==> src/rtl/core/fala_pkg.sv <==
// ----------------------------------------------------------------------------
// fala_pkg
// Types and constants shared by the flash access lock arbiter modules.
// ----------------------------------------------------------------------------
package fala_pkg;

	typedef enum logic [2:0] {
		REQ_CTRL_RD  = 3'd0,
		REQ_CTRL_WR  = 3'd1,
		REQ_STAT_RD  = 3'd2,
		REQ_STAT_WR  = 3'd3,
		REQ_INTERNAL = 3'd4,
		REQ_TICK     = 3'd5
	} req_t;

	typedef enum logic [1:0] {
		RES_OK   = 2'd0,
		RES_ERR  = 2'd1,
		RES_WAIT = 2'd2
	} res_code_t;

	localparam logic [1:0] MODE_UNLOCKED = 2'd0;
	localparam logic [1:0] MODE_RESERVED = 2'd1;
	localparam logic [1:0] MODE_LOCKED   = 2'd2;

	localparam logic [7:0] ASCII_ZERO = 8'h30;
	localparam logic [7:0] ASCII_ONE  = 8'h31;

	localparam logic [31:0] RELOAD_DEFAULT = 32'd60000;

	localparam int unsigned IN_DATA_W  = 16;
	localparam int unsigned IN_USER_W  = 3;
	localparam int unsigned OUT_DATA_W = 8;

	typedef struct packed {
		logic [2:0] req_type;
		logic [7:0] write_char;
		logic       want_access;
	} item_t;

	typedef struct packed {
		logic       wake_waiters;
		logic       lock_held;
		logic [1:0] read_value;
		logic [1:0] result_code;
	} result_t;

endpackage

==> src/rtl/core/fala_lock_unit.sv <==
// ----------------------------------------------------------------------------
// fala_lock_unit
// Lock state registers, timeout register and the per-item update logic.
// ----------------------------------------------------------------------------
module fala_lock_unit #(
	parameter int unsigned NEST_BITS  = 8,
	parameter int unsigned TIMER_BITS = 32
) (
	input  logic             clk,
	input  logic             arst_n,
	input  logic             cfg_we,
	input  logic [31:0]      cfg_wdata,
	input  logic             step,
	input  fala_pkg::item_t  item,
	output fala_pkg::result_t result
);
	import fala_pkg::*;

	localparam logic [NEST_BITS-1:0] NEST_MAX = {NEST_BITS{1'b1}};

	logic [31:0]           reload_q;
	logic [1:0]            mode_q, mode_d;
	logic                  lock_q, lock_d;
	logic [NEST_BITS-1:0]  nest_q, nest_d;
	logic [TIMER_BITS-1:0] ticks_q, ticks_d;
	logic [TIMER_BITS-1:0] reload_val;
	logic                  promote;

	assign reload_val = reload_q[TIMER_BITS-1:0];
	assign promote    = (mode_q == MODE_RESERVED) && !lock_q;

	always_comb begin
		mode_d  = mode_q;
		lock_d  = lock_q;
		nest_d  = nest_q;
		ticks_d = ticks_q;
		result  = '0;
		result.result_code = RES_OK;
		unique case (item.req_type)
			REQ_CTRL_RD: begin
				if (promote) begin
					mode_d = MODE_LOCKED;
					lock_d = 1'b1;
				end
				result.read_value = mode_d;
			end
			REQ_CTRL_WR: begin
				ticks_d = reload_val;
				if (item.write_char == ASCII_ONE) begin
					if (mode_q == MODE_UNLOCKED) begin
						if (!lock_q) begin
							mode_d = MODE_LOCKED;
							lock_d = 1'b1;
						end
						result.wake_waiters = 1'b1;
					end else if (mode_q == MODE_RESERVED) begin
						result.result_code = RES_ERR;
					end else begin
						result.wake_waiters = 1'b1;
					end
				end else if (item.write_char == ASCII_ZERO) begin
					if (mode_q == MODE_RESERVED) begin
						mode_d = MODE_UNLOCKED;
					end else if (mode_q != MODE_UNLOCKED) begin
						mode_d = MODE_UNLOCKED;
						lock_d = 1'b0;
					end
					result.wake_waiters = 1'b1;
				end else begin
					result.result_code = RES_ERR;
				end
			end
			REQ_STAT_RD: begin
				if (promote) begin
					mode_d = MODE_LOCKED;
					lock_d = 1'b1;
				end
				result.read_value = {1'b0, lock_d};
			end
			REQ_STAT_WR: begin
				result.result_code = RES_ERR;
			end
			REQ_INTERNAL: begin
				if (nest_q == '0) begin
					if (item.want_access) begin
						if (!lock_q) begin
							lock_d  = 1'b1;
							nest_d  = {{(NEST_BITS-1){1'b0}}, 1'b1};
							ticks_d = reload_val;
						end else begin
							result.result_code = RES_WAIT;
						end
					end else begin
						ticks_d = reload_val;
					end
				end else if (!item.want_access) begin
					nest_d  = nest_q - 1'b1;
					if (nest_d == '0) begin
						lock_d = 1'b0;
					end
					ticks_d = reload_val;
				end else if (nest_q == NEST_MAX) begin
					result.result_code = RES_ERR;
				end else begin
					nest_d  = nest_q + 1'b1;
					ticks_d = reload_val;
				end
			end
			REQ_TICK: begin
				if (mode_q == MODE_UNLOCKED) begin
					ticks_d = reload_val;
				end else if (nest_q == '0) begin
					if (ticks_q == '0) begin
						mode_d  = MODE_UNLOCKED;
						lock_d  = 1'b0;
						ticks_d = reload_val;
					end else begin
						ticks_d = ticks_q - 1'b1;
					end
				end
				result.wake_waiters = 1'b1;
			end
			default: begin
				result.result_code = RES_ERR;
			end
		endcase
		result.lock_held = lock_d;
	end

	always_ff @(posedge clk or negedge arst_n) begin
		if (!arst_n) begin
			reload_q <= RELOAD_DEFAULT;
		end else if (cfg_we) begin
			reload_q <= cfg_wdata;
		end
	end

	always_ff @(posedge clk or negedge arst_n) begin
		if (!arst_n) begin
			mode_q  <= MODE_UNLOCKED;
			lock_q  <= 1'b0;
			nest_q  <= '0;
			ticks_q <= '0;
		end else if (step) begin
			mode_q  <= mode_d;
			lock_q  <= lock_d;
			nest_q  <= nest_d;
			ticks_q <= ticks_d;
		end
	end

endmodule

==> src/rtl/core/flash_access_lock_arbiter.sv <==
// ----------------------------------------------------------------------------
// flash_access_lock_arbiter
// Arbitrates one flash lock between an external owner and nested internal
// users, with a tick-driven timeout that forces an external lock free.
// ----------------------------------------------------------------------------
// A result is offered from the result register once its item has moved on
// from the input register; a stall on m_axis_tready holds both registers.
// Throughput: one item per cycle while the output is not stalled; the lock
// state updates as the item moves from the input into the result register.
// Reset: mode unlocked, lock free, nesting count and countdown zero, and the
// timeout reload register returns to 60000.
module flash_access_lock_arbiter #(
	parameter int unsigned NEST_BITS  = 8,
	parameter int unsigned TIMER_BITS = 32
) (
	input  logic                                 clk,
	input  logic                                 arst_n,
	input  logic                                 cfg_we,
	input  logic [31:0]                          cfg_wdata,
	input  logic                                 s_axis_tvalid,
	output logic                                 s_axis_tready,
	// Fields from bit 0: write_char[7:0], want_access[8], zero padding.
	input  logic [fala_pkg::IN_DATA_W-1:0]       s_axis_tdata,
	// Fields from bit 0: req_type[2:0].
	input  logic [fala_pkg::IN_USER_W-1:0]       s_axis_tuser,
	output logic                                 m_axis_tvalid,
	input  logic                                 m_axis_tready,
	// Fields from bit 0: result_code[1:0], read_value[3:2], lock_held[4],
	// wake_waiters[5], zero padding.
	output logic [fala_pkg::OUT_DATA_W-1:0]      m_axis_tdata
);
	import fala_pkg::*;

	logic    valid_s1;
	item_t   item_s1;
	logic    out_valid_q;
	result_t out_q;
	result_t result;
	logic    out_load;
	logic    step;

	assign out_load      = !out_valid_q || m_axis_tready;
	assign step          = valid_s1 && out_load;
	assign s_axis_tready = !valid_s1 || out_load;

	always_ff @(posedge clk or negedge arst_n) begin
		if (!arst_n) begin
			valid_s1 <= 1'b0;
		end else if (s_axis_tready) begin
			valid_s1 <= s_axis_tvalid;
		end
	end

	always_ff @(posedge clk) begin
		if (s_axis_tready && s_axis_tvalid) begin
			item_s1.req_type    <= s_axis_tuser[2:0];
			item_s1.write_char  <= s_axis_tdata[7:0];
			item_s1.want_access <= s_axis_tdata[8];
		end
	end

	fala_lock_unit #(
		.NEST_BITS  (NEST_BITS),
		.TIMER_BITS (TIMER_BITS)
	) u_lock (
		.clk       (clk),
		.arst_n    (arst_n),
		.cfg_we    (cfg_we),
		.cfg_wdata (cfg_wdata),
		.step      (step),
		.item      (item_s1),
		.result    (result)
	);

	always_ff @(posedge clk or negedge arst_n) begin
		if (!arst_n) begin
			out_valid_q <= 1'b0;
		end else if (out_load) begin
			out_valid_q <= valid_s1;
		end
	end

	always_ff @(posedge clk) begin
		if (step) begin
			out_q <= result;
		end
	end

	assign m_axis_tvalid = out_valid_q;
	assign m_axis_tdata  = {2'b00, out_q};

endmodule
==> config.mk <==
export PLATFORM = sky130hd
export DESIGN_NAME = flash_access_lock_arbiter
export DESIGN_NICKNAME = d
export VERILOG_FILES = /design/src/rtl/core/fala_pkg.sv /design/src/rtl/core/fala_lock_unit.sv /design/src/rtl/core/flash_access_lock_arbiter.sv
export SDC_FILE = /design/constraint.sdc
export NUM_CORES = 1
export LEC_CHECK = 0
export ABC_AREA = 0
export CAP_MARGIN = 30
export CORE_MARGIN = 5
export CORE_UTILIZATION = 50
export CTS_BUF_LIST = sky130_fd_sc_hd__clkbuf_2 sky130_fd_sc_hd__clkbuf_4 sky130_fd_sc_hd__clkbuf_8
export DETAILED_ROUTE_END_ITERATION = 7
export DONT_BUFFER_PORTS = 1
export PLACE_DENSITY = 0.67
export SYNTH_ARGS = -nofsm -noshare
export SYNTH_HDL_FRONTEND = slang
export SYNTH_SLANG_ARGS = --single-unit
==> constraint.sdc <==
create_clock -name clk -period 2.8 [get_ports clk]
set_clock_uncertainty 0.15 [all_clocks]
set_input_delay 0.56 -clock clk [delete_from_list [all_inputs] [get_ports clk]]
set_output_delay 0.56 -clock clk [all_outputs]
set_load 0.005 [all_outputs]
==> results of run 1 <==
[report_power, final]
part	internal, mW	switching (mW)	total [mW]	leakage (nW)
logic	0.380	0.374	0.754	1.04
registers	1.66	0.253	1.91	1.06
clock network	0.610	0.490	1.10	0.124
total	2.65	1.12	3.77	2.22
[kinds of logic (layout without fill, tap and decap cells)]
family,count (synthesis),in the layout
buffers and inverters,52,72
adders and majority gates,5,5
xor gates and xnor gates,7,7
AOI/OAI and AO/OA,142,142
DFF,95,95
other,1,2
muxes,40,40
and+or+nand+nor,148,148
[metal layers]
metal | global-route usage, % | vias up | share of wire [%]
li1 | - | 1857 | -
met1 | 26.1 | 1908 | 47
met2 | 28.0 | 135 | 46
met3 | 3.88 | 14 | 5.1
met4 | 5.01 | 0 | 1.4
met5 | 0 | - | 0
[timing repair]
action | 4_1_cts | 5_1_grt
setup endpoints to repair | 0 | 28
resized for setup | 0 | 11
endpoints found under the hold margin | 77 | 0
hold buffers | 2 | 0
[worst paths after layout]
check / startpoint / endpoint / slack, ns
max: u_lock.ticks_q[6] / u_lock.ticks_q[20] / 0.15
min: s_axis_tuser[0] / item_s1[9] / 0.15
max reg2reg: u_lock.ticks_q[6] / u_lock.ticks_q[20] / 0.15
min reg2reg: valid_s1 / m_axis_tvalid / 0.35
max in group asynchronous: arst_n / u_lock.reload_q[5] / 1.55
min in group asynchronous: arst_n / u_lock.ticks_q[14] / 0.62
[registers in the layout (all words and copies together), names as in the netlist]
name,count
item_s1,12
m_axis_tdata,6
m_axis_tvalid,1
u_lock.lock_q,1
u_lock.mode_q,2
u_lock.nest_q,8
u_lock.reload_q,32
u_lock.ticks_q,32
valid_s1,1
[cells in the final DEF (no fill, tap or decap), types with 17 or more instances in the layout]
master     n
nand2_1   27
o21ai_0   25
nor2_1    27
edfxtp_1  18
dfrtp_1   70
nor3_1    17
a21oi_1   40
buf_4     36
mux2_2    32
inv_1     18
[area by class of cell]
class | count | share of cell area (%)
Timing Repair Buffer | 38 | 5.43
Multi-Input combinational cell | 344 | 42.3
Sequential cell | 95 | 43.7
Clock inverter | 6 | 2.05
Inverter | 18 | 1.19
Clock buffer | 10 | 2.32
Tap cell | 133 | 2.94
[stage by stage]
step / instances / setup slack [ns] / hold slack [ns] / instance area [um2]
6_report: 644 / 0.151 / 0.146 / 5660
5_1_grt: 644 / 0.00961 / 0.108 / 5660
4_1_cts: 644 / 0.0116 / 0.126 / 5620
3_5_place_dp: 626 / 0.0831 / 0.120 / 5330
3_3_place_gp: 626 / 0.106 / 0.119 / 5330
2_1_floorplan: 491 / 0.181 / 0.114 / 5050
==> results.toml, run 1 <==
[routing]
dr.pass1.iters = 5
post-route-drc-count = 0
vias = 3914
routed_via_density = 6.08
wire_per_inst_um = 17.2
drt_wl_total_um = 11100
drtAntennaViolNets = 0
drtIter0Drc = 199

[synthesis]
ys_top_cells_by_count = "dfrtp_1 (70), a21oi_1 (40), mux2_2 (32), nor2_1 (28), nand2_1 (27)"
synth_area_per_cell_um2 = 10.3
netlist_area_mm2 = 0.00505
synth_top_family_by_area = "compound AO/OA/AOI/OAI gates"
synth_seq_area_share_pct = 49.0
synth-edff-count = 18
synthArstFlopShare_pct = 81.1
synth_top_area_share_pct = 34.7
yosysMostFrequentCell = "dfrtp_1"
yosysUniqueCellTypes = 63
synth-seq-cells = 95
synth_area_leaders = "dfrtp_1 (35%), edfxtp_1 (11%), mux2_2 (7.1%)"
synth_flop_cell = "dfrtp_1"
synth_compound_area_share_pct = 18.4
synthCells = 490
ys_warn_count = 0
synth_simple_gate_area_share_pct = 16.8
synthAdderAreaFrac_pct = 1.24
synth_largest_area_cell = "dfrtp_1"
synth-xor-area-share_pct = 1.21
synthMuxAreaShare_pct = 8.72

[final_layout]
fill_cells = 858
diodes = 0
drive_above_1_share_pct = 22.3
multi_input_area_mm2 = 0.00240
final_util_pct = 57.7
area_growth_pct = 12.2
layout.area.seq_mm2 = 0.00248
fin_nets = 567

[setup_path]
critPathKind = "flop to flop"
slowest_delay_ns = 0.60
r2r_cells = 7
worst_setup_path_start_kind = "flop"
arrival_ns = 2.79
crit_buf_inv = 1
cpMaxStageDelayCell = "or4_4"
worstPathMaxFanout = 29
critPathTopFamily = "simple AND/OR/NAND/NOR gates"
cp_num_cells = 7
crit_chain = "or4_4, nor4_4, nand4_2, and2_1, buf_4, a41oi_1, o22a_1"
crit_required_ns = 2.94
end_kind = "flop"

[clock_tree]
clk_pin_slew_worst_paths_ns = 0.09
post_cts_buffers = 0
cts_num_sinks = 95
cts_buffers = 9
cts_root_buf = "clkbuf_8"
clk_path_buf_depth = 2
htreeDepth = 3
clk_latency_ns = 0.35
tritoncts = "built"

[placement]
numPortBuffers = 0
hpwl_um = 7630
routabilityCongestion = 0.859

[sta]
tightest_slew_ns = 0.573
setup_violations = 0
timing.setup.tns_ns = 0
max_slew_margin_pct = 61.4
hold_violations = 0
period_minus_slack_ns = 2.65
slew_violations = 0
rsz0062_at_grt = "false"
fmaxAchievable_mhz = 377
finalCritPeriodShare_pct = 94.6

[die]
core-area_mm2 = 0.00982
die-area_mm2 = 0.0122
start_util_pct = 51.4
ios = 66
fp.dieW_um = 110
num_rows = 36
die_h_um = 110

[power_and_ir_drop]
power_mw = 3.77
p_per_area_mw_per_mm2 = 665
p_leak_nw = 2.22
ir_worst_vdd_mv = 0.349

[global_route]
grt_overflow = 0
grt_max_degree = 78
track_usage_pct = 18.2
antenna_found_initial = 0
grt_pass1_vias = 3815
grt_pass1_wl_um = 18700

[worst_hold_path]
hold_path_class = "input pin to flop"
whs_path_depth = 0

[job]
cap_violations = 0

[run_status]
status = "finished clean"
Power figures use the tool's default switching activity.
==> run 2: changes to the inputs <==
--- a/config.mk
+++ b/config.mk
@@ -7,12 +7,13 @@
 export LEC_CHECK = 0
 export ABC_AREA = 0
 export CAP_MARGIN = 30
-export CORE_MARGIN = 5
+export CORE_MARGIN = 3
 export CORE_UTILIZATION = 50
 export CTS_BUF_LIST = sky130_fd_sc_hd__clkbuf_2 sky130_fd_sc_hd__clkbuf_4 sky130_fd_sc_hd__clkbuf_8
 export DETAILED_ROUTE_END_ITERATION = 7
 export DONT_BUFFER_PORTS = 1
 export PLACE_DENSITY = 0.67
+export REMOVE_ABC_BUFFERS = 1
 export SYNTH_ARGS = -nofsm -noshare
 export SYNTH_HDL_FRONTEND = slang
 export SYNTH_SLANG_ARGS = --single-unit
==> run 2 against run 1 <==
  * Count of clock-buffer cells in the layout is 3 higher
  * Register-to-register slack better by 0.04 ns
  * Global-route usage grew 2.6 points
  * Sequential share of layout area is 0.46 points higher
  * Critical endpoint is now u_lock.ticks_q[25]
  * Largest power group unchanged
==> results.toml, run 2 (synthesis results as in run 1) <==
[sta]
hold_violations = 0
timing.setup.tns_ns = 0
holdWs_ns = 0.134
setup_ws_ns = 0.188
rsz0062_at_grt = "false"
period_minus_slack_ns = 2.61
slew_violations = 0
setup_violations = 0
finalCritPeriodShare_pct = 93.3
tightest_slew_ns = 0.542
max_slew_margin_pct = 63.8
fmaxAchievable_mhz = 383

[worst_hold_path]
min-delay-start = "s_axis_tuser[2]"
hold_path_class = "input pin to flop"
min_to = "item_s1[11]"
whs_path_depth = 0

[clock_tree]
cts_root_buf = "clkbuf_8"
cts_num_sinks = 95
clk_latency_ns = 0.37
clk_pin_slew_worst_paths_ns = 0.09
post_cts_buffers = 0
tritoncts = "built"
htreeDepth = 3
cts_buffers = 9
clk_path_buf_depth = 2

[placement]
routabilityCongestion = 0.888
hpwl_um = 7790
post-place-ws_ns = 0.0290
postPlaceCellArea_mm2 = 0.00534
place_inst = 626
numPortBuffers = 0

[setup_path]
r2r_cells = 7
crit_chain = "or4_4, nor4_4, buf_4, nand3_1, nor4_1, a31oi_1, o22a_1"
critPathKind = "flop to flop"
crit_required_ns = 2.91
r2r-start = "u_lock.ticks_q[6]"
reg2reg_slack_ns = 0.19
critPathTopFamily = "simple AND/OR/NAND/NOR gates"
end_kind = "flop"
worstPathMaxFanout = 6
crit_buf_inv = 1
cpMaxStageDelayCell = "or4_4"
arrival_ns = 2.73
worst_setup_path_start_kind = "flop"
r2r-end = "u_lock.ticks_q[25]"
slowest_delay_ns = 0.60

[global_route]
grt_overflow = 0
grt_pass1_vias = 3799
antenna_found_initial = 0
grt_pass1_wl_um = 18800
track_usage_pct = 20.8
grt_max_degree = 78

[run_status]
status = "finished clean"

[final_layout]
largestRegisters = "u_lock.reload_q: 32 flops, u_lock.ticks_q: 32 flops, item_s1: 12 flops"
stdcell_count = 644
fin_nets = 567
fill_cells = 883
final_area_mm2 = 0.00561
area_growth_pct = 11.0
diodes = 0
layout_commonest_cell = "dfrtp_1"
final_util_pct = 57.3
drive_above_1_share_pct = 21.7
layout_common_cells = "dfrtp_1 (70), a21oi_1 (40), buf_4 (35)"

[die]
core-area_mm2 = 0.00977
fp.dieW_um = 106
start_util_pct = 51.7
die-area_mm2 = 0.0113
num_rows = 36
die_h_um = 106
ios = 66

[routing]
routed_via_density = 5.94
drtAntennaViolNets = 0
drt_wl_total_um = 11200
vias = 3823
dr.pass1.iters = 4
drtIter0Drc = 207
wire_per_inst_um = 17.4
post-route-drc-count = 0

[power_and_ir_drop]
p_leak_nw = 2.20
power_mw = 3.60
p_per_area_mw_per_mm2 = 642
ir_worst_vdd_mv = 0.319

[job]
cap_violations = 0
run 2: changes by cell type in the layout (fill, tap and decap cells not counted), sizes merged:
cell	delta
clkinv	-1
inv	-1
clkbuf	+3
bufinv	-2
clkinvlp	+1
run 2: final cells by class:
class                   count  area (um2)  share of cell area [%]
flip-flops and latches     95        2480                    44.2
multi-input cells         344        2370                    42.3
repair buffers             38         320                    5.71
well taps                 133         166                    2.97
clock buffers              13         160                    2.86
inverters                  18        67.6                    1.21
clock inverters             3        42.5                   0.759
run 2: worst max path at each step:
stage	from	end	cells past startpoint
floorplan	item_s1[10]	u_lock.ticks_q[29]	5
global placement	u_lock.nest_q[0]	u_lock.ticks_q[3]	8
detailed placement	u_lock.nest_q[0]	u_lock.ticks_q[3]	8
CTS	u_lock.nest_q[0]	u_lock.ticks_q[3]	8
global route	u_lock.nest_q[0]	u_lock.ticks_q[7]	11
finish	u_lock.ticks_q[6]	u_lock.ticks_q[25]	7
run 2: timing repair:
item,in CTS,in global routing
gates resized for setup,0,8
hold buffers,2,0
setup endpoints to repair,0,26
hold endpoints to repair,77,0
run 2: layer usage:
layer  track usage [%]  share of wire (%)
met5                 0                  0
met4              8.58                1.9
met2              33.2                 48
met1              28.5                 47
met3              3.16                3.2
run 2: power breakdown:
group / switching, mW / total (mW) / leakage [nW] / internal (mW)
Sequential: 0.243 / 1.90 / 1.06 / 1.66
Combinational: 0.382 / 0.771 / 1.04 / 0.389
Clock: 0.459 / 0.925 / 0.104 / 0.466
Total: 1.08 / 3.60 / 2.20 / 2.52
run 2: worst register-to-register path, cell delays in order, from the launching register on:
cell and delay (ns):
dfrtp_1 0.44, or4_4 0.60, nor4_4 0.31, buf_4 0.19
nand3_1 0.14, nor4_1 0.32, a31oi_1 0.14, o22a_1 0.21
